### config.mk
export PLATFORM = sky130hd
export DESIGN_NAME = agh_back
export DESIGN_NICKNAME = d
export VERILOG_FILES = /design/src/design/agh_pkg.sv /design/src/design/agh_back.sv
export SDC_FILE = /design/constraint.sdc
export NUM_CORES = 2
export LEC_CHECK = 0
export ABC_AREA = 1
export BUFFER_PORTS_ARGS = -buffer_cell sky130_fd_sc_hd__buf_2
export CAP_MARGIN = 10
export CORE_MARGIN = 1.5
export CORE_UTILIZATION = 55
export CTS_CLUSTER_SIZE = 24
export DETAILED_ROUTE_END_ITERATION = 10
export GPL_ROUTABILITY_DRIVEN = 0
export MAX_ROUTING_LAYER = met4
export PLACE_DENSITY = 0.7
export SYNTH_ARGS = -nofsm -noshare
export SYNTH_HDL_FRONTEND = slang
export SYNTH_SLANG_ARGS = --single-unit
### constraint.sdc
create_clock -name clk -period 11.5 [get_ports clk]
set_clock_uncertainty 0.1 [all_clocks]
set_input_delay 1.15 -clock clk [delete_from_list [all_inputs] [get_ports clk]]
set_output_delay 1.15 -clock clk [all_outputs]
set_load 0.05 [all_outputs]
### src/design/agh_pkg.sv
// Shared types, constants and the word transform for the name hash block.
`default_nettype none
package agh_pkg;

  localparam int QDEPTH = 8;
  localparam int QPTR_W = $clog2(QDEPTH);
  localparam int QCNT_W = $clog2(QDEPTH + 1);

  localparam logic [31:0] MSG_MUL_LO = 32'hC4D9_6501;
  localparam logic [11:0] MSG_MUL_HI = 12'hFB8;
  localparam logic [26:0] ACC_MUL    = 27'h633_D5F1;
  localparam logic [31:0] LEN_MUL_LO = 32'h12AA_7333;
  localparam logic [23:0] LEN_MUL_HI = 24'hAE_5028;

  localparam logic [31:0] ONES32   = 32'h0101_0101;
  localparam logic [31:0] HIGHS32  = 32'h8080_8080;
  localparam logic [31:0] BSLASH32 = 32'h5C5C_5C5C;
  localparam logic [31:0] CASE32   = 32'hDFDF_DFDF;
  localparam logic [31:0] BS_DELTA = 32'd45;

  localparam int MSG_SHIFT = 24;
  localparam int MIX_SHIFT = 61;

  typedef struct packed {
    logic        last;
    logic [63:0] term;
  } agh_entry_t;

  // backslash -> slash and case fold, byte-parallel (borrows across bytes are intended)
  function automatic logic [31:0] fold_word(input logic [31:0] w);
    logic [31:0] t;
    logic [31:0] tm;
    logic [31:0] sel;
    logic [31:0] adj;
    t   = w ^ BSLASH32;
    tm  = t - ONES32;
    sel = ((~t) >> 7) & (tm >> 7) & ONES32;
    adj = 32'(sel * BS_DELTA);
    return (w - adj) & CASE32;
  endfunction

endpackage
`default_nettype wire

### src/design/agh_back.sv
// Back unit: accumulator multiply-add loop and the output register.
`default_nettype none
module agh_back (
  input  wire logic                clk,
  input  wire logic                rst_n,
  input  wire agh_pkg::agh_entry_t head,
  input  wire logic                head_valid,
  output logic                     pop,
  output logic                     out_valid,
  input  wire logic                out_stall,
  output logic [63:0]              out_guid
);
  import agh_pkg::*;

  logic [63:0] acc_r, acc_nxt;
  logic        out_valid_r;
  logic [63:0] out_guid_r;
  logic [58:0] ka_lo;
  logic [31:0] ka_hi;
  logic [63:0] x;
  logic        out_free;

  assign out_free = !out_valid_r || !out_stall;
  assign pop      = head_valid && (!head.last || out_free);

  always_comb begin
    ka_lo   = acc_r[31:0] * ACC_MUL;
    ka_hi   = 32'(acc_r[63:32] * ACC_MUL);
    x       = 64'(ka_lo) + {ka_hi, 32'd0} + head.term;
    acc_nxt = acc_r;
    if (pop) begin
      acc_nxt = head.last ? 64'd0 : (x ^ (x >> MIX_SHIFT));
    end
  end

  always_ff @(posedge clk) begin
    if (!rst_n) begin
      acc_r       <= 64'd0;
      out_valid_r <= 1'b0;
    end else begin
      acc_r <= acc_nxt;
      if (pop && head.last) begin
        out_valid_r <= 1'b1;
      end else if (!out_stall) begin
        out_valid_r <= 1'b0;
      end
    end
  end

  always_ff @(posedge clk) begin
    if (pop && head.last) begin
      out_guid_r <= x;
    end
  end

  assign out_valid = out_valid_r;
  assign out_guid  = out_guid_r;

endmodule
`default_nettype wire

# ---- Word-level counts from Yosys, hierarchy flattened
# Cells that the tools add are included.
dict set report classes {
  n_addsub 2
  n_mul 2
  eq_ne 1
  n_mux 3
  bitwise 1
  n_reduce_logical 7
}
# operator n
set op_table {}
lappend op_table {{adder 59 x 64 -> 64 bit} 1}
lappend op_table {{adder 64 bit} 1}
lappend op_table {{two-way mux 64 bit} 1}
lappend op_table {{bitwise XOR 64 x 3 -> 64 bit} 1}
lappend op_table {{multiplier 32 x 27 -> 59 bit (second input constant)} 1}
lappend op_table {{multiplier 32 x 27 -> 32 bit (second input constant)} 1}
lappend op_table {{zero test 1 bit} 3}
lappend op_table {{logical AND 1 bit} 2}
lappend op_table {{logical OR 1 bit} 2}
lappend op_table {{two-way mux 1 bit} 2}
lappend op_table {{inequality test 2 x 1 -> 1 bit (second input constant)} 1}
dict set report totals {
  register_bits 129
  input_bits 69
  out_inout_bits 66
  wordCells 19
}

# ---- Longest topological paths before layout
dict set report depth {
  depth_word 6
  ltp_mapped 41
  mapped_depth_nobuf 41
}

# ---- Worst setup path before layout
# OpenSTA, ideal clock, no wires.
dict set report synth_path {
  kind {reg2reg}
  startpoint {reg acc_r[47]}
  endpoint {reg acc_r[1]}
  setup_time_ns 0.132
  arrival_time_ns 7.343
  required_time_ns 11.268
  path_slack_ns 3.925
  stages_incl_launch_ff 31
  path_buffers 0
  synth_period_minus_slack_ns 7.575
  path_cell_list {dfxtp_1 > fa_1 > fa_1 > inv_1 > fa_1 > inv_1 > fa_1 > fa_1 > fa_1 > inv_1 > fa_1 > inv_1 > ha_1 > a21oi_1 > o21ai_0 > a21oi_1 > o21ai_1 > a21oi_1 > xor2_1 > fa_1 > ha_1 > inv_1 > nor3_1 > nand2_1 > nor3_1 > a21oi_1 > nand3_1 > nand2_2 > or2_1 > nand3_1 > a21oi_1}
}
dict set report synth_between {
  elab_chain_cells 5
}
# item line
set synth_rtl {}
lappend synth_rtl {{start: declaration} agh_back.sv:15} ;# logic [63:0] acc_r, acc_nxt;
lappend synth_rtl {{start signal: assignment} agh_back.sv:41} ;# acc_r <= acc_nxt;
lappend synth_rtl {{multiplier 32 x 27 -> 32 bit} agh_back.sv:28} ;# ka_hi = 32'(acc_r[63:32] * ACC_MUL);
lappend synth_rtl {{adder 59 x 64 -> 64 bit} agh_back.sv:29} ;# x = 64'(ka_lo) + {ka_hi, 32'd0} + head.term;
lappend synth_rtl {{adder 64 bit} agh_back.sv:29}
lappend synth_rtl {{via x[62]} agh_back.sv:20} ;# logic [63:0] x;
lappend synth_rtl {{bitwise XOR 64 x 3 -> 64 bit} agh_back.sv:32} ;# acc_nxt = head.last ? 64'd0 : (x ^ (x >> MIX_SHIFT));
lappend synth_rtl {{two-way mux 64 bit} agh_back.sv:32}
# The timed path passes the listed nets, and every way through them passes these cells.
# A chain may end at the register's enable or synchronous reset.

# ---- Worst setup path after layout
dict set report layout_path {
  startpoint {reg acc_r[42]}
  endpoint {reg acc_r[58]}
}
# The elaborated chain is that of the path after synthesis.

==> impl_metrics.env <==
export IMPL_synth_seq_cells=129
export IMPL_die_x_microns=248
export IMPL_crit_required_ns=11.79
export IMPL_ios=135
export IMPL_cts_max_level=4
export IMPL_via_per_inst=5.17
export IMPL_routedWlPerCell_microns=19.9
export IMPL_cts_setup_buffers=0
export IMPL_synthDistinctLibCells=54
export IMPL_crit_arrival_ns=9.03
export IMPL_max_freq_ghz=0.114
export IMPL_fin_crit_ns=8.75
export IMPL_grt_pass1_wl_microns=141000
export IMPL_cp_start_kind="flop"
export IMPL_synth_simple_area_share_pct=7.97
export IMPL_run_status="complete, but fails checks"
export IMPL_cts_resized=0
export IMPL_yosys_most_used_dff="dfxtp_1"
export IMPL_synth_compound_area_share_pct=5.38
export IMPL_synth_fa_ha_area_share_pct=59.8
export IMPL_antenna_found_initial=0
export IMPL_ys_warn_count=0
export IMPL_n_antenna_cell=0
export IMPL_min_path_type="reg -> reg"
export IMPL_drive_gt1_share_pct=6.48
export IMPL_drc=14
export IMPL_final_max_slew_viol_count=0
export IMPL_clk_pin_slew_ns=0.08
export IMPL_yosys_area_top_type="fa_1"
export IMPL_io_buffers=134
export IMPL_ant_nets=0
export IMPL_ys_seq_area_share_pct=9.77
export IMPL_grt_pass1_vias=24900
export IMPL_violations="design-rule violations"
export IMPL_rows=89
export IMPL_grt_setup_unrepaired="no"
export IMPL_cts_buffers=17
export IMPL_max_cap_viol_count=0
export IMPL_tightest_slew_ns=0.975
export IMPL_grt_max_degree=67
export IMPL_cpMostUsedCell="fa_1"
export IMPL_cts_tree="done"
export IMPL_synth_edf_count=64
export IMPL_fin_util_pct=59.7
export IMPL_insertion_delay_ns=0.46
export IMPL_final_cell_area_sq_mm=0.0353
export IMPL_die_h_microns=248
export IMPL_dieArea_sq_mm=0.0614
export IMPL_clock_sinks=129
export IMPL_setup_viol=0
export IMPL_syn_inst=3629
export IMPL_slowest_stage="dfxtp_1"
export IMPL_drt_initial_drc_count=1872
export IMPL_path_buf_inv=5
export IMPL_vias=23600
export IMPL_cpPeakStageDelay_ns=0.74
export IMPL_yosys_top_cells_count="1,293 x inv_1, 656 x fa_1, 527 x ha_1"
export IMPL_cts_path_max_buffers=2
export IMPL_end_kind="flop"
export IMPL_synth_top_area_share_pct=39.8
export IMPL_netlist_area_sq_mm=0.0330
export IMPL_fin_nets=5033
export IMPL_synthMuxAreaShare_pct=0
export IMPL_firstDrtPassIters=8
export IMPL_postPlaceCellArea_sq_mm=0.0347
export IMPL_final_hold_viol_count=0
export IMPL_area_delta_synth_final_pct=7.03
export IMPL_place_hpwl_microns=79700
export IMPL_synth_top_family_by_area="adder cells"
export IMPL_crit_type="reg -> reg"
export IMPL_start_util_pct=55.8
export IMPL_synthXorXnorAreaFrac_pct=2.04
export IMPL_syn_area_per_cell_sq_um=9.09
export IMPL_yosysMostFrequentCell="inv_1"
export IMPL_cts_hold_buffers=0
export IMPL_synth_fp_nets=4881
export IMPL_core_area_sq_mm=0.0591
export IMPL_critPathMaxFanout=13
export IMPL_grt_overflow=0
export IMPL_setup_tns_ns=0
export IMPL_crit_family="adder cells"
export IMPL_slew_headroom_pct=35.0
export IMPL_finalWirelength_microns=90700
export IMPL_ys_top_cells_by_area="fa_1 40%, ha_1 20%, inv_1 15%"
export IMPL_ys_async_sr_fraction_pct=0
export IMPL_track_usage_pct=32.3
export IMPL_period_share_pct=76.0
export IMPL_cts_root_buf="clkbuf_16"
-- per-stage QoR --
stage / cells / hold slack (ns) / worst slack [ns]
after global placement: 4535 / 0.403 / 3.14
after floorplan: 3629 / 0.350 / 3.92
after detailed placement: 4535 / 0.406 / 2.99
after CTS: 4567 / 0.416 / 2.93
final: 4567 / 0.411 / 2.75
after global routing: 4567 / 0.428 / 2.29
-- flip-flops by register name, indices dropped and copies added (netlist names) --
name       flops
acc_r         64
out_guid      64
out_valid      1
-- final cells by class --
class                           instances  area (sq um)
Multi-Input combinational cell       2184         24800
Fill cell                            5134         23800
Inverter                             1297          4870
Sequential cell                       129          3220
Tap cell                              773           967
Timing Repair Buffer                  152           806
Clock buffer                           24           526
Clock inverter                          8          86.3
-- routing by layer --
metal  track usage, %  vias up  share of wire (%)
li1                 -    11000                  -
met1             42.0    11500                 41
met2             47.8      917                 44
met3             8.35      184                9.4
met4             13.5        0                5.2
met5                -        -                  0
-- placed cells by master, fill, tap and decap left out, drive strengths merged, types with 7 or more instances in the layout --
master and instances:
nand3b 7, o21ai 67, a31oi 12, and2 8, o21a 9, nor2 126, edfxtp 64, buf 152
inv 1300, clkbuf 24, a21o 11, xor2 47, o21bai 15, xnor2 28, ha 527, nand3 60
dfxtp 65, a21oi 172, nor3 16, nand2 389, fa 656, nand4 7
-- cells by family (layout without fill, tap and decap cells) --
group / count (synthesis) / count (layout)
buffers and inverters: 1316 / 1481
adders and majority gates: 1183 / 1183
and+or+nand+nor: 623 / 623
AOI/OAI and AO/OA: 303 / 303
DFF: 129 / 129
xor gates and xnor gates: 75 / 75
-- worst register-to-register path: cells and delay by family (launching register included) --
family          cells  cell delay (ns)
compound gates      3             0.63
flops               1             0.74
xor+xnor            2             0.52
simple gates        9             1.62
fa+ha+maj          10             4.75
buf+inv             5             0.32
-- path summary, 6_finish.rpt --
check	from	to	slack, ns	cells after the start
max	acc_r[42]$_SDFFE_PN0P_	acc_r[58]$_SDFFE_PN0P_	2.75	29
min reg2reg	acc_r[60]$_SDFFE_PN0P_	acc_r[60]$_SDFFE_PN0P_	0.41	2
min	acc_r[60]$_SDFFE_PN0P_	acc_r[60]$_SDFFE_PN0P_	0.41	2
max reg2reg	acc_r[42]$_SDFFE_PN0P_	acc_r[58]$_SDFFE_PN0P_	2.75	29
Power is left out: the tool's default activity adds up to more than one toggle a clock period on the data nets, which glitch-free logic cannot reach.
