==> config.mk <==
export PLATFORM = sky130hd
export DESIGN_NAME = agh_front
export DESIGN_NICKNAME = d
export VERILOG_FILES = /design/src/design/agh_pkg.sv /design/src/design/agh_front.sv
export SDC_FILE = /design/constraint.sdc
export NUM_CORES = 2
export LEC_CHECK = 0
export ABC_AREA = 1
export BUFFER_PORTS_ARGS = -buffer_cell sky130_fd_sc_hd__buf_4
export CORE_ASPECT_RATIO = 0.9
export CORE_MARGIN = 2
export CORE_UTILIZATION = 42
export DETAILED_ROUTE_END_ITERATION = 8
export GPL_TIMING_DRIVEN = 0
export MAX_ROUTING_LAYER = met4
export PLACE_DENSITY = 0.66
export SETUP_SLACK_MARGIN = 0.5
export SLEW_MARGIN = 30
export SYNTH_ARGS = -nofsm -noshare
export SYNTH_HDL_FRONTEND = slang
export SYNTH_SLANG_ARGS = --single-unit
==> constraint.sdc <==
create_clock -name clk -period 8.1 [get_ports clk]
set_clock_uncertainty 0.05 [all_clocks]
set_input_delay 1.215 -clock clk [delete_from_list [all_inputs] [get_ports clk]]
set_output_delay 1.215 -clock clk [all_outputs]
set_load 0.02 [all_outputs]
==> src/design/agh_pkg.sv <==
// Shared types, constants and the word transform for the name hash block.
`default_nettype none
package agh_pkg;

  localparam int QDEPTH = 8;
  localparam int QPTR_W = $clog2(QDEPTH);
  localparam int QCNT_W = $clog2(QDEPTH + 1);

  localparam logic [31:0] MSG_MUL_LO = 32'hC4D9_6501;
  localparam logic [11:0] MSG_MUL_HI = 12'hFB8;
  localparam logic [26:0] ACC_MUL    = 27'h633_D5F1;
  localparam logic [31:0] LEN_MUL_LO = 32'h12AA_7333;
  localparam logic [23:0] LEN_MUL_HI = 24'hAE_5028;

  localparam logic [31:0] ONES32   = 32'h0101_0101;
  localparam logic [31:0] HIGHS32  = 32'h8080_8080;
  localparam logic [31:0] BSLASH32 = 32'h5C5C_5C5C;
  localparam logic [31:0] CASE32   = 32'hDFDF_DFDF;
  localparam logic [31:0] BS_DELTA = 32'd45;

  localparam int MSG_SHIFT = 24;
  localparam int MIX_SHIFT = 61;

  typedef struct packed {
    logic        last;
    logic [63:0] term;
  } agh_entry_t;

  // backslash -> slash and case fold, byte-parallel (borrows across bytes are intended)
  function automatic logic [31:0] fold_word(input logic [31:0] w);
    logic [31:0] t;
    logic [31:0] tm;
    logic [31:0] sel;
    logic [31:0] adj;
    t   = w ^ BSLASH32;
    tm  = t - ONES32;
    sel = ((~t) >> 7) & (tm >> 7) & ONES32;
    adj = 32'(sel * BS_DELTA);
    return (w - adj) & CASE32;
  endfunction

endpackage
`default_nettype wire

==> src/design/agh_front.sv <==
// Front unit: classifies each word, tracks name length, precomputes the message term.
`default_nettype none
module agh_front (
  input  wire logic                      clk,
  input  wire logic                      rst_n,
  input  wire logic                      in_valid,
  output logic                           in_stall,
  input  wire logic [31:0]               in_name_word,
  input  wire logic [agh_pkg::QCNT_W-1:0] q_count,
  output logic                           wr_en,
  output agh_pkg::agh_entry_t            wr_data
);
  import agh_pkg::*;

  logic              accept;
  logic [QCNT_W:0]   occ;

  logic [31:0] v;
  logic [31:0] zmask;
  logic [31:0] lowbit;
  logic [31:0] below;
  logic        is_last;
  logic [1:0]  extra;

  logic [31:0] cnt_r, cnt_nxt;

  // stage 1: operands
  logic        s1_v_r;
  logic        s1_last_r;
  logic [31:0] s1_op_r;
  logic [31:0] s1_len_r;

  // stage 2: partial products
  logic        s2_v_r;
  logic        s2_last_r;
  logic [63:0] s2_pm_lo_r;
  logic [31:0] s2_pm_hi_r;
  logic [63:0] s2_pl_lo_r;
  logic [31:0] s2_pl_hi_r;
  logic [31:0] pm_hi;
  logic [31:0] pl_hi;
  logic [63:0] pm_lo;
  logic [63:0] pl_lo;

  // stage 3: summed products
  logic        s3_v_r;
  logic        s3_last_r;
  logic [39:0] s3_msg_r;
  logic [63:0] s3_plen_r;
  logic [63:0] msg_prod;
  logic [63:0] len_prod;

  // credit window covers the queue and every word still in the front stages
  assign occ = (QCNT_W+1)'(q_count) + (QCNT_W+1)'(s1_v_r) + (QCNT_W+1)'(s2_v_r)
             + (QCNT_W+1)'(s3_v_r);
  assign in_stall = occ >= (QCNT_W+1)'(QDEPTH);
  assign accept   = in_valid && !in_stall;

  always_comb begin
    v       = fold_word(in_name_word);
    zmask   = (~in_name_word) & (in_name_word - ONES32) & HIGHS32;
    is_last = zmask != 32'd0;
    lowbit  = zmask & (32'd0 - zmask);
    below   = lowbit - 32'd1;
    extra   = {lowbit[31] | lowbit[23], lowbit[31] | lowbit[15]};
    cnt_nxt = cnt_r;
    if (accept) begin
      cnt_nxt = is_last ? 32'd0 : cnt_r + 32'd4;
    end
  end

  always_ff @(posedge clk) begin
    if (!rst_n) begin
      cnt_r  <= 32'd0;
      s1_v_r <= 1'b0;
      s2_v_r <= 1'b0;
      s3_v_r <= 1'b0;
    end else begin
      cnt_r  <= cnt_nxt;
      s1_v_r <= accept;
      s2_v_r <= s1_v_r;
      s3_v_r <= s2_v_r;
    end
  end

  // upper partial products land at bit 32, so only their low 32 bits survive mod 2^64
  always_comb begin
    pm_lo    = s1_op_r * MSG_MUL_LO;
    pm_hi    = 32'(s1_op_r * MSG_MUL_HI);
    pl_lo    = s1_len_r * LEN_MUL_LO;
    pl_hi    = 32'(s1_len_r * LEN_MUL_HI);
    msg_prod = s2_pm_lo_r + {s2_pm_hi_r, 32'd0};
    len_prod = s2_pl_lo_r + {s2_pl_hi_r, 32'd0};
  end

  always_ff @(posedge clk) begin
    s1_last_r  <= is_last;
    s1_op_r    <= is_last ? (v & below) : v;
    s1_len_r   <= cnt_r + 32'(extra);
    s2_last_r  <= s1_last_r;
    s2_pm_lo_r <= pm_lo;
    s2_pm_hi_r <= pm_hi;
    s2_pl_lo_r <= pl_lo;
    s2_pl_hi_r <= pl_hi;
    s3_last_r  <= s2_last_r;
    s3_msg_r   <= msg_prod[63:MSG_SHIFT];
    s3_plen_r  <= len_prod;
  end

  always_comb begin
    wr_en        = s3_v_r;
    wr_data.last = s3_last_r;
    wr_data.term = s3_last_r ? (64'(s3_msg_r) - s3_plen_r) : 64'(s3_msg_r);
  end

endmodule
`default_nettype wire

# Yosys cells after proc, flatten, opt, wreduce, memory -nomap -nowiden
# Cells that the tools add are included.
[word_totals] word_cells=50 mem_bits_rw=0 register_bits=389 latchBits=0 out_inout_bits=67 memories=0 rom_bits=0
[op_classes] shifts=0 multipliers=5 n_div=0 n_eq_ne=0 reduce_logical=3 bitwise_logic=9 add_sub_neg=13 n_mux=3 n_lt_le_gt_ge=1
[ops] op="bitwise AND 32 bit" count=3
[ops] op="adder 61 x 64 -> 64 bit" count=1
[ops] op="adder 64 bit" count=1
[ops] op="multiplier 32 x 32 -> 64 bit (second input constant)" count=1
[ops] op="two-way mux 32 bit" count=2
[ops] op="two-way mux 64 bit" count=1
[ops] op="inverter 32 bit" count=2
[ops] op="subtractor 32 x 25 -> 32 bit (second input constant)" count=2
[ops] op="subtractor 40 x 64 -> 64 bit" count=1
[ops] op="multiplier 32 x 29 -> 61 bit (second input constant)" count=1
[ops] op="adder 32 x 2 -> 32 bit" count=1
[ops] op="adder 32 x 3 -> 32 bit (second input constant)" count=1
[ops] op="multiplier 32 x 21 -> 29 bit (second input constant)" count=1
[ops] op="multiplier 32 x 9 -> 29 bit (second input constant)" count=1
[ops] op="nonzero test 32 bit" count=1
[ops] op="subtractor 1 x 32 -> 32 bit (first input constant)" count=1
[ops] op="subtractor 32 x 1 -> 32 bit (second input constant)" count=1
[ops] op="subtractor 32 x 31 -> 32 bit" count=1
[ops] op="multiplier 25 x 6 -> 31 bit (second input constant)" count=1
[ops] op="bitwise AND 25 bit" count=1
[ops] op="inverter 16 bit" count=1
[ops] op="adder 5 x 1 -> 5 bit" count=2
[ops] op="adder 4 x 1 -> 5 bit" count=1
[ops] op=">= comparator 5 x 4 -> 1 bit (second input constant)" count=1
[ops] op="other kinds (3)" count=4

# Depth between registers and ports, before layout
[depth] depth_word=7 mapped_depth=29 depth_no_buf=29

# Least setup slack after synthesis
# OpenSTA, ideal clock, no wires.
[synth_timing] path_kind="reg2reg" startpoint="reg s1_op_r[11]" endpoint="reg s2_pm_lo_r[52]" arrival_ps=6082 period_less_slack_ps=6204 path_slack_ps=1896 path_stages_with_launch=23 path_buffers=0 setup_time_ps=72 path_cell_list="dfxtp_1 -> inv_1 -> ha_1 -> inv_1 -> fa_1 -> fa_1 -> inv_1 -> fa_1 -> fa_1 -> fa_1 -> fa_1 -> inv_1 -> ha_1 -> ha_1 -> nand2_1 -> nor2_1 -> inv_1 -> nor2_1 -> inv_1 -> nor2_1 -> inv_1 -> o211ai_1 -> xor2_1"
[synth_via] elab_chain_cells=1
[synth_lines] item="start, declared" line="agh_front.sv:30" text="logic [31:0] s1_op_r;"
[synth_lines] item="start signal, assigned" line="agh_front.sv:98" text="s1_op_r <= is_last ? (v & below) : v;"
[synth_lines] item="multiplier 32 x 32 -> 64 bit" line="agh_front.sv:88" text="pm_lo = s1_op_r * MSG_MUL_LO;"
[synth_lines] item="via pm_lo[52]" line="agh_front.sv:42" text="logic [63:0] pm_lo;"
[synth_lines] item="end signal, assigned" line="agh_front.sv:101" text="s2_pm_lo_r <= pm_lo;"
[synth_lines] item="end, declared" line="agh_front.sv:36" text="logic [63:0] s2_pm_lo_r;"
# The timed path passes the listed nets, and every way through them passes these cells.
# A chain may end at the register's enable or synchronous reset.

# Worst setup path in the final report
[layout_timing] startpoint="reg s1_len_r[4]" endpoint="reg s2_pl_lo_r[60]"
[layout_via] elab_chain_cells=1
[layout_lines] item="start, declared" line="agh_front.sv:31" text="logic [31:0] s1_len_r;"
[layout_lines] item="start signal, assigned" line="agh_front.sv:99" text="s1_len_r <= cnt_r + 32'(extra);"
[layout_lines] item="multiplier 32 x 29 -> 61 bit" line="agh_front.sv:90" text="pl_lo = s1_len_r * LEN_MUL_LO;"
[layout_lines] item="via pl_lo[60]" line="agh_front.sv:43" text="logic [63:0] pl_lo;"
[layout_lines] item="end signal, assigned" line="agh_front.sv:103" text="s2_pl_lo_r <= pl_lo;"
[layout_lines] item="end, declared" line="agh_front.sv:38" text="logic [63:0] s2_pl_lo_r;"
# The timed path passes the listed nets, and every way through them passes these cells.

==> flow_summary_export.csv <==
group,metric,value,unit
synthesis,synthArstFlopShare,0,%
timing,max_freq,0.135,GHz
placed_design,place_congestion,1.04,
timing,finalSetupViolCount,0,
drt,avgRoutedWirePerCell,20.3,um
grt,grt-ovfl-total,0,
hold_path,min_path_type,"reg -> reg",
finish,num_antenna_cells,0,
timing,finalCritPeriodShare,91.5,%
clock_network,cts_buffers,42,
finish,drive_above_1_share,3.86,%
synthesis,post_synth_inst_count,7117,
timing,worstMarginPinSlew,0.990,ns
grt,gr-usage-met1,38.4,%
die,die_area,0.142,mm2
grt,busiest_layer,"met2",
synthesis,synth-seq-cells,358,
synthesis,synthesis.nets,9007,
drt,viasPerCell,5.14,
grt,met3_usage,5.08,%
grt,grt_max_degree,17,
timing,fin_crit,7.42,ns
clock_network,path_clk_slew,0.06,ns
die,ios,106,
grt,grt_pass1_vias,48300,
drt,ant_nets,0,
timing,fin_setup_tns,0,ns
drt,drc,0,
clock_network,ctsHoldBuffers,0,
grt,grt_first_pass_wirelength,285,mm
clock_network,cts_sinks,358,
synthesis,synth.distinct_cells,56,
die,rows,129,
synthesis,synth_warnings,0,
finish,area_delta_synth_final,7.91,%
clock_network,htree_levels,2,
finish,layout.nets,9155,
timing,slew_headroom,33.9,%
grt,globalRouteMet2Util,40.7,%
setup_path,critical_path_class,"reg -> reg",
timing,hold_viol_final,0,
finish,fin_area,0.0632,mm2
synthesis,synth_ff_type,"dfxtp_1",
setup_path,end_kind,"flop",
timing,rsz0062_at_grt,"false",
placed_design,io_buffers,103,
die,coreArea,0.138,mm2
setup_path,critical_path_required,8.54,ns
grt,grt.total_usage,27.2,%
synthesis,synth_enable_flop_cells,0,
synthesis,netlist_area,0.0585,mm2
run,cap_violations,0,
drt,drtIter0Drc,3702,
clock_network,clkLatencyLatePin,0.63,ns
setup_path,worstSetupStartpointType,"flop",
die,start_util,42.5,%
setup_path,cp_data_arrival_time,7.86,ns
setup_path,worstPathMaxFanout,11,
drt,dr.pass1.iters,5,
drt,drt_wl_total,185,mm
timing,holdWs,0.265,ns
grt,grt_antenna_before_repair,3,
placed_design,placed_cell_area,0.0616,mm2
clock_network,cts-root-buf,"clkbuf_16",
placed_design,dp_hpwl,164,mm
die,die_h,358,um
outcome,status,"completed",
timing,final_max_slew_viol_count,0,
drt,vias,46900,
clock_network,cts_tree,"built",
clock_network,clockBufferDepth,3,
die,dieWidth,397,um
synthesis,ys_seq_area_share,12.2,%
synthesis,avgSynthCellArea,8.22,um2
setup_path,setup.reg_to_reg.worst_slack,0.68,ns
[sequential cells by signal, indices dropped and copies added (netlist names), 28 cells and up]
register / count
cnt_r: 30
s1_len_r: 32
s1_op_r: 28
s2_pl_hi_r: 29
s2_pl_lo_r: 60
s2_pm_hi_r: 28
s2_pm_lo_r: 41
s3_msg_r: 40
s3_plen_r: 64
[worst max-delay path, cell delays in order, from the launching register on]
cell     delay [ns]
dfxtp_1        0.90
ha_1           0.41
xor2_1         0.26
ha_1           0.24
or2_2          0.29
ha_1           0.27
inv_1          0.05
fa_1           0.54
inv_1          0.05
fa_1           0.51
fa_1           0.44
fa_1           0.49
inv_1          0.06
fa_1           0.51
inv_1          0.06
ha_1           0.45
nand2_1        0.14
nor2_1         0.15
inv_1          0.08
nor2_1         0.12
inv_1          0.11
nor3_1         0.42
nand2_1        0.11
nand3_1        0.21
nand3_1        0.19
nand3_1        0.12
nand2_1        0.06
[stage by stage]
| stage | instances | setup slack [ns] | util, % |
|---|---|---|---|
| after global placement | 9054 | 0.239 | 44.7 |
| after CTS | 9132 | 0.604 | 45.8 |
| after floorplan | 7117 | 1.90 | - |
| final | 9133 | 0.685 | 45.8 |
| after detailed placement | 9054 | 0.479 | 44.7 |
| after global routing | 9133 | 0.516 | 45.8 |
[repair_timing]
action / 4_1_cts / 5_1_grt
buffers inserted: 0 / 1
setup endpoints to repair: 2 / 20
hold endpoints to repair: 0 / 0
gates resized for setup: 3 / 13
[final cells by class]
class                           count  area (um2)
Tap cell                         1834        2290
Buffer                             34         148
Multi-Input combinational cell   4942       44500
Fill cell                       13800       74700
Clock buffer                       50        1140
Timing Repair Buffer              104         781
Clock inverter                     28         363
Inverter                         1783        6700
Sequential cell                   358        7210
[kinds of logic after synthesis]
kind of cell	Yosys count	synth area share, %
XOR/XNOR	277	4.15
flip-flops	358	12.2
AND/OR/NAND/NOR	1989	14.3
other	1	0.00641
adder cells (fa/ha/maj)	1851	49.8
buffers and inverters	1817	11.7
AO/OA/AOI/OAI	824	7.83
[routing by layer]
layer / vias to the layer above / wire (um)
met5: - / 0
met4: 0 / 3780
met3: 221 / 15200
met2: 1526 / 78800
met1: 22700 / 87700
li1: 22500 / -
[final timing paths]
| check | startpoint | end | cells past startpoint |
|---|---|---|---|
| setup / recovery | s1_len_r[4] | s2_pl_lo_r[60] | 26 |
| hold / removal | s2_pl_lo_r[14] | s3_plen_r[14] | 0 |
| hold reg to reg | s2_pl_lo_r[14] | s3_plen_r[14] | 0 |
| setup reg to reg | s1_len_r[4] | s2_pl_lo_r[60] | 26 |
[cell usage after synthesis (8+ instances only)]
| master | instances | area share [%] |
|---|---|---|
| o211ai_1 | 9 | 0.12 |
| ha_1 | 1054 | 23 |
| nand2_1 | 961 | 6.2 |
| nor4_1 | 33 | 0.35 |
| xor2_1 | 186 | 2.8 |
| o21bai_1 | 44 | 0.56 |
| a31oi_1 | 32 | 0.34 |
| a21boi_0 | 17 | 0.22 |
| o21a_1 | 17 | 0.22 |
| dfxtp_1 | 358 | 12 |
| fa_1 | 797 | 27 |
| a21oi_1 | 380 | 3.2 |
| xnor2_1 | 91 | 1.4 |
| nor2_1 | 574 | 3.7 |
| nand4_1 | 54 | 0.58 |
| o21ai_0 | 251 | 2.1 |
| a211oi_1 | 8 | 0.10 |
| or2_2 | 14 | 0.15 |
| inv_1 | 1777 | 11 |
| a21o_1 | 33 | 0.42 |
| nor3_1 | 83 | 0.71 |
| clkbuf_1 | 29 | 0.19 |
| nand3b_1 | 16 | 0.21 |
| nand3_1 | 212 | 1.8 |
[cell usage in the layout (no fill, tap or decap), drive strengths merged, types with 14 or more instances in the layout]
cell    instances
a21boi         19
a21o           33
a21oi         383
a31oi          32
buf           109
clkbuf         79
dfxtp         358
fa            797
ha           1054
inv          1792
nand2         974
nand3         217
nand3b         16
nand4          54
nor2          580
nor3           89
nor4           35
o21a           17
o21ai         260
o21bai         44
or2            14
xnor2          91
xor2          186
Power is not shown: default switching activity piles up to over one toggle a cycle in this logic, so the estimate is an artifact.
