### src/design/agh_pkg.sv
// Shared types, constants and the word transform for the name hash block.
`default_nettype none
package agh_pkg;

  localparam int QDEPTH = 8;
  localparam int QPTR_W = $clog2(QDEPTH);
  localparam int QCNT_W = $clog2(QDEPTH + 1);

  localparam logic [31:0] MSG_MUL_LO = 32'hC4D9_6501;
  localparam logic [11:0] MSG_MUL_HI = 12'hFB8;
  localparam logic [26:0] ACC_MUL    = 27'h633_D5F1;
  localparam logic [31:0] LEN_MUL_LO = 32'h12AA_7333;
  localparam logic [23:0] LEN_MUL_HI = 24'hAE_5028;

  localparam logic [31:0] ONES32   = 32'h0101_0101;
  localparam logic [31:0] HIGHS32  = 32'h8080_8080;
  localparam logic [31:0] BSLASH32 = 32'h5C5C_5C5C;
  localparam logic [31:0] CASE32   = 32'hDFDF_DFDF;
  localparam logic [31:0] BS_DELTA = 32'd45;

  localparam int MSG_SHIFT = 24;
  localparam int MIX_SHIFT = 61;

  typedef struct packed {
    logic        last;
    logic [63:0] term;
  } agh_entry_t;

  // backslash -> slash and case fold, byte-parallel (borrows across bytes are intended)
  function automatic logic [31:0] fold_word(input logic [31:0] w);
    logic [31:0] t;
    logic [31:0] tm;
    logic [31:0] sel;
    logic [31:0] adj;
    t   = w ^ BSLASH32;
    tm  = t - ONES32;
    sel = ((~t) >> 7) & (tm >> 7) & ONES32;
    adj = 32'(sel * BS_DELTA);
    return (w - adj) & CASE32;
  endfunction

endpackage
`default_nettype wire

### src/design/agh_queue.sv
// Short FIFO between the front and back units.
`default_nettype none
module agh_queue (
  input  wire logic                       clk,
  input  wire logic                       rst_n,
  input  wire logic                       wr_en,
  input  wire agh_pkg::agh_entry_t        wr_data,
  input  wire logic                       rd_en,
  output agh_pkg::agh_entry_t             rd_data,
  output logic                            rd_valid,
  output logic [agh_pkg::QCNT_W-1:0]      count
);
  import agh_pkg::*;

  agh_entry_t        mem_r [QDEPTH];
  logic [QPTR_W-1:0] wr_ptr_r, rd_ptr_r;
  logic [QCNT_W-1:0] count_r;

  assign rd_data  = mem_r[rd_ptr_r];
  assign rd_valid = count_r != '0;
  assign count    = count_r;

  always_ff @(posedge clk) begin
    if (wr_en) begin
      mem_r[wr_ptr_r] <= wr_data;
    end
  end

  always_ff @(posedge clk) begin
    if (!rst_n) begin
      wr_ptr_r <= '0;
      rd_ptr_r <= '0;
      count_r  <= '0;
    end else begin
      if (wr_en) begin
        wr_ptr_r <= wr_ptr_r + QPTR_W'(1);
      end
      if (rd_en) begin
        rd_ptr_r <= rd_ptr_r + QPTR_W'(1);
      end
      count_r <= count_r + QCNT_W'(wr_en) - QCNT_W'(rd_en);
    end
  end

endmodule
`default_nettype wire

### config.mk
export PLATFORM = sky130hd
export DESIGN_NAME = agh_queue
export DESIGN_NICKNAME = d
export VERILOG_FILES = /design/src/design/agh_pkg.sv /design/src/design/agh_queue.sv
export SDC_FILE = /design/constraint.sdc
export NUM_CORES = 1
export LEC_CHECK = 0
export BUFFER_PORTS_ARGS = -buffer_cell sky130_fd_sc_hd__buf_2
export CAP_MARGIN = 20
export CORE_MARGIN = 3
export CORE_UTILIZATION = 40
export CTS_BUF_LIST = sky130_fd_sc_hd__clkbuf_2 sky130_fd_sc_hd__clkbuf_4 sky130_fd_sc_hd__clkbuf_8
export DETAILED_ROUTE_END_ITERATION = 12
export GPL_TIMING_DRIVEN = 0
export PLACE_DENSITY = 0.62
export SYNTH_ARGS = -nofsm -noshare
export SYNTH_HDL_FRONTEND = slang
export SYNTH_SLANG_ARGS = --single-unit
### constraint.sdc
create_clock -name clk -period 13.2 [get_ports clk]
set_clock_uncertainty 0.1 [all_clocks]
set_input_delay 1.98 -clock clk [delete_from_list [all_inputs] [get_ports clk]]
set_output_delay 1.98 -clock clk [all_outputs]
set_load 0.01 [all_outputs]
==> Word level (Yosys, flattened, before mapping) <==
Memories as Yosys holds them, arrays and structs flattened. A register that Yosys moved wholly into a read port is not among the register bits.
Index checks and enable logic that the tools add are counted.
{ "totals": {"regBits": 10, "ramBits": 520, "out_inout_bits": 70, "wordCells": 13, "n_memories": 1} }
{ "mem_list": {"columns": ["name", "depth", "width", "rd", "rd_ports_with_merged_regs", "wr", "line", "source"], "rows": [
  ["mem_r", 8, 65, 1, 1, 1, "agh_queue.sv:15", "agh_entry_t mem_r [QDEPTH];"]
]} }
{ "op_classes": {"add_sub_neg": 4, "muxes": 4, "n_reduce_logical": 1} }
{ "ops": {"columns": ["operator", "count"], "rows": [
  ["$add 3x1->3 const B", 2],
  ["$mux 3", 2],
  ["$add 4x1->4", 1],
  ["$reduce_bool 4->1", 1],
  ["$sub 4x1->4", 1],
  ["$mux 1", 2]
]} }

==> Depth between registers and ports, before layout <==
Gate-level depths: netlist of run 1.
{ "depth": {"ltp_word": 3, "depth_mapped": 8, "mapped_depth_nobuf": 8} }

==> Worst setup path before layout of run 1 <==
No wires, ideal clock.
{ "synth_path": {"kind": "input port to flip-flop", "startpoint": "input wr_en", "endpoint": "memory mem_r[0][0] (netlist name), enable pin", "setup_time_ns": 0.568, "t_arrival_ns": 6.492, "setup_slack_ns": 6.040, "path_stages": 2, "cell_sequence": "nand2b_1 nor3_1"} }
{ "synth_between": {"elab_chain_cells": 2} }
{ "synth_lines": {"columns": ["item", "line", "source"], "rows": [
  ["start: declaration", "agh_queue.sv:6", "input wire logic wr_en,"],
  ["$mux 1", "agh_queue.sv:24", "if (wr_en) begin"],
  ["$mux 1 (not written as such)", "agh_queue.sv:25", "mem_r[wr_ptr_r] <= wr_data;"],
  ["end: declaration", "agh_queue.sv:15", null]
]} }
No other way between the ends.

==> run_results.csv, run 1 <==
group,metric,value,unit
sta,fin_tns_setup,0,ps
synthesis,synthCells,818,
setup_path,crit_family,"buffers and inverters",
power,power_density,150,nW/µm²
setup_path,critical_path_class,"reg2out",
setup_path,worstPathBufferInverterCount,3,
global_route,grt.total_usage,0.158,
setup_path,r2r_end,"mem_r[0][35]$_DFFE_PP_",
floorplanning,rows,81,
synthesis,async_reset_ff_frac,0,
sta,max-slew-margin-rel,0.415,
cts,insertion_delay,630,ps
route,vias,9158,
placement,hpwl,25600,µm
setup_path,cp-end-kind,"output pin",
cts,cts_resized,0,
setup_path,crit_path_start_kind,"register",
global_route,grt-ovfl-total,0,
cts,htree_levels,3,
synthesis,netlist.area_leader.share,0.776,
sta,fin_crit,4970,ps
finish,layout.nets,1153,
finish,area_growth,18.8,%
sta,worst_slack,8230,ps
cts,cts_tree,"done",
route,drc,0,
synthesis,yosysWarnings,0,
floorplanning,die_h,230,µm
route,viasPerCell,5.07,
route,first_iter_violations,699,
setup_path,cp_slowest_cell,"clkbuf_1",
setup_path,r2r_setup_slack,10970,ps
setup_path,r2r_cells,5,
min_path,hold_depth,2,
synthesis,synth.most_common_cell,"edfxtp_1",
sta,worst_pin_slew,878,ps
cts,cts_buffers,85,
sta,setup-violations-final,0,
cts,clockRootBuffer,"clkbuf_8",
sta,hold_violations,0,
placement,io_buffers,138,
placement,place_ws,8780,ps
cts,postCtsSetupRepairBufs,0,
setup_path,cpPeakStageDelay,670,ps
setup_path,path_depth,4,
sta,grt_setup_unrepaired,"no",
synthesis,yosys_register_bits,533,
outcome,status,"finished clean",
synthesis,synth_edf_count,520,
cts,path_clk_slew,60,ps
setup_path,rr_startpoint,"wr_ptr_r[2]$_SDFFE_PN0P_",
setup_path,worstPathRequired,11120,ps
cts,hold_buffers,0,
finish,drive_gt1_frac,0.459,
min_path,hold_path.class,"reg2reg",
floorplanning,dieArea,53000,µm²
floorplanning,core,49400,µm²
power,leakagePower,7.71,nW
cts,clock_path_buffers,3,
global_route,grt_max_degree,26,
synthesis,syn-num-nets,895,
sta,final_max_slew_viol_count,0,
route,final_antenna_net_count,0,
setup_path,path_max_fanout,10,
job,drv_cap,0,
synthesis,synth_common_cells,"edfxtp_1 (520), mux4_2 (130), mux2_2 (65), clkbuf_1 (20), dfxtp_1 (13)",
floorplanning,die_w,230,µm
synthesis,ys.flop_type,"edfxtp_1",
sta,timing.final.crit_share,0.376,
synthesis,yosysSeqAreaShare,0.789,
synthesis,synth.distinct_cells,23,
setup_path,setup.worst_path.end,"rd_data[34]",
route,first_pass_iters,4,
finish,fillers,4050,
synthesis,synth_top_area_cell,"edfxtp_1",
synthesis,synth_area,20100,µm²
floorplanning,initial_core_util,0.408,
synthesis,synth_area_leaders,"edfxtp_1 (78%), mux4_2 (15%), mux2_2 (3.6%)",
global_route,grt_pass1_vias,9842,
power,ir_drop,0.0000770,V
route,routed_wl,41000,µm
setup_path,path_cells,"clkbuf_1 > clkbuf_1 > mux2_2 > buf_2",
setup_path,cp_data_arrival_time,2890,ps
placement,place_congestion,0.695,
synthesis,syn_area_per_cell,24.6,µm²
setup_path,cpMostUsedCell,"clkbuf_1",
route,wire_per_inst,22.7,µm
global_route,antenna_found_initial,8,
floorplanning,io_pins,139,
cts,clkSinkCount,533,
global_route,grt_pass1_wl,62000,µm
sta,timing.fmax,201,MHz
[worst min-delay path by stage]
stage                             start                        to  slack [ps]
6_report       rd_ptr_r[1]$_SDFFE_PN0P_                  register         450
5_1_grt        rd_ptr_r[1]$_SDFFE_PN0P_                  register         510
4_1_cts        rd_ptr_r[1]$_SDFFE_PN0P_                  register         470
3_5_place_dp   rd_ptr_r[1]$_SDFFE_PN0P_  rd_ptr_r[1]$_SDFFE_PN0P_         460
3_3_place_gp   rd_ptr_r[1]$_SDFFE_PN0P_  rd_ptr_r[1]$_SDFFE_PN0P_         430
2_1_floorplan  rd_ptr_r[1]$_SDFFE_PN0P_                  register         410
[cells in the final DEF, fill, tap and decap left out]
master / count
nand2_1: 5
clkbuf_8: 90
buf_6: 25
bufinv_16: 1
mux2_2: 65
clkinv_1: 16
a21oi_1: 1
mux2i_1: 3
buf_8: 2
diode_2: 2
dfxtp_1: 13
fa_1: 1
inv_6: 2
and2_1: 7
inv_1: 7
clkbuf_4: 35
nor3_2: 2
nor2b_1: 3
clkinvlp_4: 2
nor2_4: 6
buf_16: 4
clkinv_2: 4
nand2b_1: 4
ha_1: 7
xor2_1: 2
edfxtp_1: 520
buf_2: 142
buf_1: 2
xnor2_1: 3
buf_12: 13
mux4_2: 130
nand3_1: 1
a21o_1: 1
clkbuf_1: 20
[report_power, final]
group	switching, mW	leakage (nW)	internal [mW]
clock	0.603	0.872	0.746
combinational	0.169	2.01	0.159
sequential	0.0123	4.83	1.91
[metrics by stage]
step | power, mW | cell area, µm² | cells | util | hold slack (ps)
floorplan | 2.15 | 20100 | 818 | - | 412
detailed placement | 2.29 | 22300 | 1653 | 0.451 | 460
CTS | 3.65 | 23900 | 1803 | 0.484 | 465
global placement | 2.28 | 21600 | 1620 | 0.439 | 433
global route | 3.75 | 23900 | 1803 | 0.484 | 506
finish | 3.60 | 23900 | 1805 | 0.484 | 448
[registers in the layout, indices dropped and copies added, names as in the netlist, named ones only]
register and cells:
mem_r 520, count 4, rd_ptr_r 3, wr_ptr_r 3
[per-layer routing]
| metal | global-route usage | up-vias | wire (µm) |
|---|---|---|---|
| met4 | 0.0399 | 12 | 602 |
| li1 | - | 4004 | - |
| met3 | 0.0476 | 66 | 2420 |
| met1 | 0.217 | 4841 | 18000 |
| met5 | 0 | - | 95 |
| met2 | 0.247 | 235 | 19900 |
[final cells by class]
cell class,instances,area (µm²),area share
Antenna cell,2,5.00,0.000209
Clock buffer,125,1500,0.0628
Buffer,37,226,0.00947
Multi-Input combinational cell,241,4050,0.170
Tap cell,664,831,0.0347
Timing Repair Buffer,171,1250,0.0522
Sequential cell,533,15900,0.664
Inverter,7,26.3,0.00110
Clock inverter,25,143,0.00597
[worst reg2reg max path, delay by kind of cell, from the launching register on]
| kind | cells | cell delay [ps] |
|---|---|---|
| buf+inv | 3 | 610 |
| flops | 1 | 330 |
| simple gates | 2 | 890 |
[cells by family (layout without fill, tap and decap cells)]
group	Yosys count	count (layout)	synth area share
flip-flops	533	533	0.789
XOR/XNOR	5	5	0.00218
adder cells (fa/ha/maj)	8	8	0.00535
buffers and inverters	44	365	0.0126
AND/OR/NAND/NOR	28	28	0.00715
AO/OA/AOI/OAI	2	2	0.000622
other	0	2	0
multiplexers	198	198	0.183
Note: power is estimated with default switching activity, not from simulation.
==> run 2, diff against run 1 <==
- PLACE_DENSITY: 0.62 -> 0.64
- clock period: 13.2 -> 4.5 ns (I/O delays scaled with it)
==> run 2 against run 1 <==
Compared with the run above:
- worst setup slack lost 7400 ps
- total power grew to 3.0 times the previous value
- final area grew 0.14%
- combinational power grew to 3.0 times the previous value
- final cell count is essentially flat
- global-route usage grew 0.095 points
- non-clock buffer count shrank 10
- worst hold slack lost 240 ps
- flip-flop and latch count is the same
- critical endpoint is now rd_data[60]
==> run_results.csv, run 2 (same netlist as run 1, synthesis figures left out) <==
group,metric,value,unit
setup_path,cp-end-kind,"output pin",
route,first_iter_violations,678,
cts,clock_path_buffers,3,
min_path,hold_path.class,"in2reg",
cts,clockRootBuffer,"clkbuf_8",
finish,area_growth,19.0,%
sta,fin_crit,3670,ps
power,p_sw_frac,0.221,
cts,hold_buffers,0,
cts,postCtsSetupRepairBufs,0,
cts,htree_levels,3,
power,switchingPower,2.36,mW
placement,io_buffers,138,
finish,layout.nets,1145,
global_route,grt.busiest_layer,"met2",
finish,layout_commonest_cell,"edfxtp_1",
finish,final_cell_mix,"edfxtp_1 (520), buf_2 (142), mux4_2 (130)",
cts,clkSinkCount,533,
global_route,met3_usage,0.0482,
power,p_int,8.33,mW
finish,fillers,4021,
global_route,grt.met2_usage,0.256,
finish,drive_gt1_frac,0.454,
placement,hpwl,25000,µm
global_route,grt_pass1_vias,9982,
sta,setup-violations-final,0,
power,seqPwrFrac,0.526,
global_route,antenna_found_initial,9,
power,power_density,447,nW/µm²
sta,timing.hold.ws,208,ps
cts,insertion_delay,630,ps
setup_path,critical_path_class,"reg2out",
sta,worst_pin_slew,894,ps
global_route,grt.total_usage,0.159,
route,routed_wl,40900,µm
sta,final_max_slew_viol_count,0,
finish,largest_reg_flops,520,
floorplanning,dieArea,53000,µm²
sta,timing.fmax,272,MHz
sta,hold_violations,0,
global_route,grt_pass1_wl,62200,µm
route,viasPerCell,5.10,
setup_path,r2r_setup_slack,2070,ps
power,leakagePower,7.70,nW
floorplanning,initial_core_util,0.408,
global_route,use_met1,0.212,
floorplanning,rows,81,
floorplanning,die_h,230,µm
route,wire_per_inst,22.7,µm
global_route,grt-ovfl-total,0,
route,final_antenna_net_count,0,
route,first_pass_iters,5,
route,vias,9219,
sta,grt_setup_unrepaired,"no",
job,drv_cap,0,
setup_path,crit_path_start_kind,"register",
setup_path,path_max_fanout,10,
sta,max-slew-margin-rel,0.403,
power,p_comb_frac,0.091,
cts,cts_buffers,87,
placement,place_congestion,0.681,
route,drc,0,
cts,cts_resized,0,
setup_path,cp_data_arrival_time,2900,ps
finish,largest_register,"mem_r",
finish,final_util,0.485,
power,ir_drop,0.000277,V
floorplanning,core,49400,µm²
floorplanning,die_w,230,µm
setup_path,worstPathRequired,3720,ps
floorplanning,io_pins,139,
global_route,grt_max_degree,26,
cts,path_clk_slew,60,ps
sta,timing.final.crit_share,0.816,
power,clkPwrFrac,0.383,
outcome,status,"finished clean",
cts,cts_tree,"done",
[run 2: cell types whose count changed in the layout (fill, tap and decap cells not counted), moves of 3 or more]
cell | previous run | this run
clkinv_2 | 4 | 12
clkbuf_4 | 35 | 26
clkbuf_8 | 90 | 95
buf_16 | 4 | 7
buf_6 | 25 | 11
clkinv_1 | 16 | 21
[run 2: stage by stage]
stage / cell area, µm² / instances / TNS, ps / worst slack, ps / total power [mW]
global placement: 21700 / 1620 / -1324970 / -2720 / 6.68
finish: 23900 / 1806 / 0 / 829 / 10.7
detailed placement: 22200 / 1643 / 0 / 1390 / 6.73
floorplan: 20100 / 818 / 0 / 390 / 6.31
CTS: 23900 / 1802 / 0 / 646 / 10.9
global route: 23900 / 1802 / 0 / 631 / 11.2
[run 2: layout make-up]
class                   instances  area [µm²]  share of cell area
clock inverters                38         221             0.00925
repair buffers                161        1180              0.0494
well taps                     664         831              0.0347
multi-input cells             241        4070               0.170
clock buffers                 121        1500              0.0628
inverters                       7        26.3             0.00110
diodes                          4        10.0            0.000418
flip-flops and latches        533       15900               0.663
plain buffers                  37         226             0.00946
[run 2: metal layers]
metal / routed length [µm] / vias up
met4: 629 / 10
met2: 20200 / 253
met1: 17400 / 4884
met5: 75 / -
met3: 2570 / 67
li1: - / 4005
[run 2: final timing paths]
kind / startpoint / end / cells after the start
hold reg to reg: rd_ptr_r[1]$_SDFFE_PN0P_ / rd_ptr_r[1]$_SDFFE_PN0P_ / 2
setup / recovery: register / rd_data[60] / 4
setup reg to reg: wr_ptr_r[0]$_SDFFE_PN0P_ / mem_r[1][47]$_DFFE_PP_ / 4
hold / removal: wr_data[12] / mem_r[0][12]$_DFFE_PP_ / 1
[run 2: power groups by stage]
stage                     combinational (mW)  clock, mW  sequential, mW
final                                  0.973       4.09            5.63
after detailed placement               0.997          0            5.73
after global placement                 0.932          0            5.75
after CTS                               1.00       4.23            5.63
after global routing                    1.06       4.47            5.64
after floorplan                        0.575          0            5.74
[run 2: worst max-delay path: stages (launching register included)]
cell and delay [ps]:
dfxtp_1 320, clkbuf_1 670, clkbuf_1 670, mux2_2 450, buf_2 150
==> run 3, diff against run 2 <==
- clock period: 4.5 -> 3.2 ns (I/O delays scaled with it)
==> run 3 against run 2 <==
Compared with the run above:
- global-route usage increased by 0.088 points
- final cell count rose by 3.4%
- clock power up 46%
- wire length rose by 1.0%
- count of clock-buffer cells in the layout grew 1
- largest power group unchanged
- total power rose by 43%
- largest cell class unchanged
- first-iteration DRC count is 12% higher
- worst setup slack worse by 690 ps
- via count rose by 1.9%
- highest routed layer unchanged
- non-clock buffer count up 67
==> run_results.csv, run 3 (same netlist as run 1, synthesis figures left out) <==
group,metric,value,unit
outcome,status,"finished clean",
floorplanning,initial_core_util,0.408,
finish,final_cell_mix,"edfxtp_1 (520), buf_2 (140), mux4_2 (130)",
route,viasPerCell,5.03,
finish,drive_gt1_frac,0.445,
finish,largest_register,"mem_r",
route,first_pass_iters,5,
setup_path,worstPathRequired,2620,ps
sta,setup-violations-final,0,
cts,clkSinkCount,533,
power,switchingPower,3.34,mW
power,seqPwrFrac,0.517,
setup_path,path_max_fanout,10,
sta,timing.fmax,326,MHz
route,drc,0,
floorplanning,die_h,230,µm
power,p_int,12.0,mW
sta,worst_pin_slew,1000,ps
power,total_power,15.3,mW
power,leakagePower,8.07,nW
global_route,grt_max_degree,26,
job,drv_cap,0,
sta,fin_crit,3060,ps
floorplanning,io_pins,139,
finish,layout_commonest_cell,"edfxtp_1",
placement,place_inst,1644,
route,vias,9395,
finish,area_growth,22.9,%
power,ir_drop,0.000282,V
route,wire_per_inst,22.1,µm
route,final_antenna_net_count,0,
floorplanning,die_w,230,µm
cts,clockRootBuffer,"clkbuf_8",
global_route,grt_pass1_wl,63000,µm
min_path,hold_path.class,"in2reg",
cts,cts_buffers,89,
sta,timing.final.crit_share,0.957,
global_route,antenna_found_initial,3,
global_route,grt.total_usage,0.159,
floorplanning,rows,81,
finish,final_area,24700,µm²
power,p_sw_frac,0.218,
route,routed_wl,41300,µm
placement,place_congestion,0.676,
global_route,grt-ovfl-total,0,
placement,io_buffers,138,
power,clkPwrFrac,0.389,
sta,max-slew-margin-rel,0.331,
power,p_comb_frac,0.093,
cts,path_clk_slew,60,ps
cts,htree_levels,3,
cts,insertion_delay,620,ps
setup_path,crit_path_start_kind,"register",
floorplanning,core,49400,µm²
setup_path,cp_data_arrival_time,2480,ps
sta,hold_violations,0,
placement,hpwl,25700,µm
finish,layout.nets,1214,
sta,grt_setup_unrepaired,"no",
route,first_iter_violations,760,
global_route,grt_pass1_vias,10300,
setup_path,critical_path_class,"reg2out",
finish,largest_reg_flops,520,
finish,antennaDiodeCount,0,
cts,clock_path_buffers,3,
power,power_density,619,nW/µm²
finish,instances_no_fill,1868,
finish,final_util,0.501,
sta,final_max_slew_viol_count,0,
setup_path,cp-end-kind,"output pin",
floorplanning,dieArea,53000,µm²
placement,dpl_cell_area,22200,µm²
cts,cts_tree,"done",
## run 3: path summary, 6_finish.rpt
path,from,end,slack (ps),cells past startpoint
hold / removal,wr_en,wr_ptr_r[1]$_SDFFE_PN0P_,130,3
setup / recovery,register,rd_data[59],140,5
setup reg to reg,wr_ptr_r[2]$_SDFFE_PN0P_,mem_r[0][40]$_DFFE_PP_,650,5
hold reg to reg,rd_ptr_r[1]$_SDFFE_PN0P_,register,430,2
## run 3: metal layers
layer  share of wire  global-route usage  vias up
li1                -                   -     4127
met1            0.44               0.220     4925
met2            0.49               0.254      264
met3           0.055              0.0399       75
met4           0.020              0.0452        4
met5         0.00065                   0        -
## run 3: repair_timing
item | 4_1_cts | 5_1_grt
pin swaps | 0 | 0
hold endpoints to repair | 521 | 0
setup buffers | 0 | 0
endpoints found under the setup margin | 65 | 30
hold buffers | 66 | 0
resized for setup | 26 | 10
gates cloned | 1 | 0
## run 3: cell type report
| class | instances | area, µm² |
|---|---|---|
| Clock inverter | 36 | 262 |
| Clock buffer | 122 | 1520 |
| Fill cell | 3956 | 24600 |
| Tap cell | 664 | 831 |
| Multi-Input combinational cell | 241 | 4070 |
| Inverter | 7 | 26.3 |
| Sequential cell | 533 | 15900 |
| Timing Repair Buffer | 229 | 1870 |
| Buffer | 36 | 274 |
## run 3: power groups by stage
stage          Sequential, mW  Combinational (mW)  Clock (mW)
3_3_place_gp             8.08                1.31           0
3_5_place_dp             8.06                1.39           0
5_1_grt                  7.93                1.56        6.47
2_1_floorplan            8.07               0.809           0
6_report                 7.92                1.43        5.96
4_1_cts                  7.92                1.47        6.13
## run 3: worst max-delay path, stage by stage (launching register included)
cell and delay, ps:
dfxtp_1 350, buf_2 350, clkbuf_4 340, mux4_2 330, mux2_2 310, buf_2 150
## run 3: stage by stage
stage	setup TNS (ps)	hold WS [ps]	setup slack, ps
2_1_floorplan	-292710	412	-714
3_3_place_gp	-1745490	430	-3880
3_5_place_dp	0	434	282
4_1_cts	0	62.3	1.09
5_1_grt	0	117	1.61
6_report	0	129	136
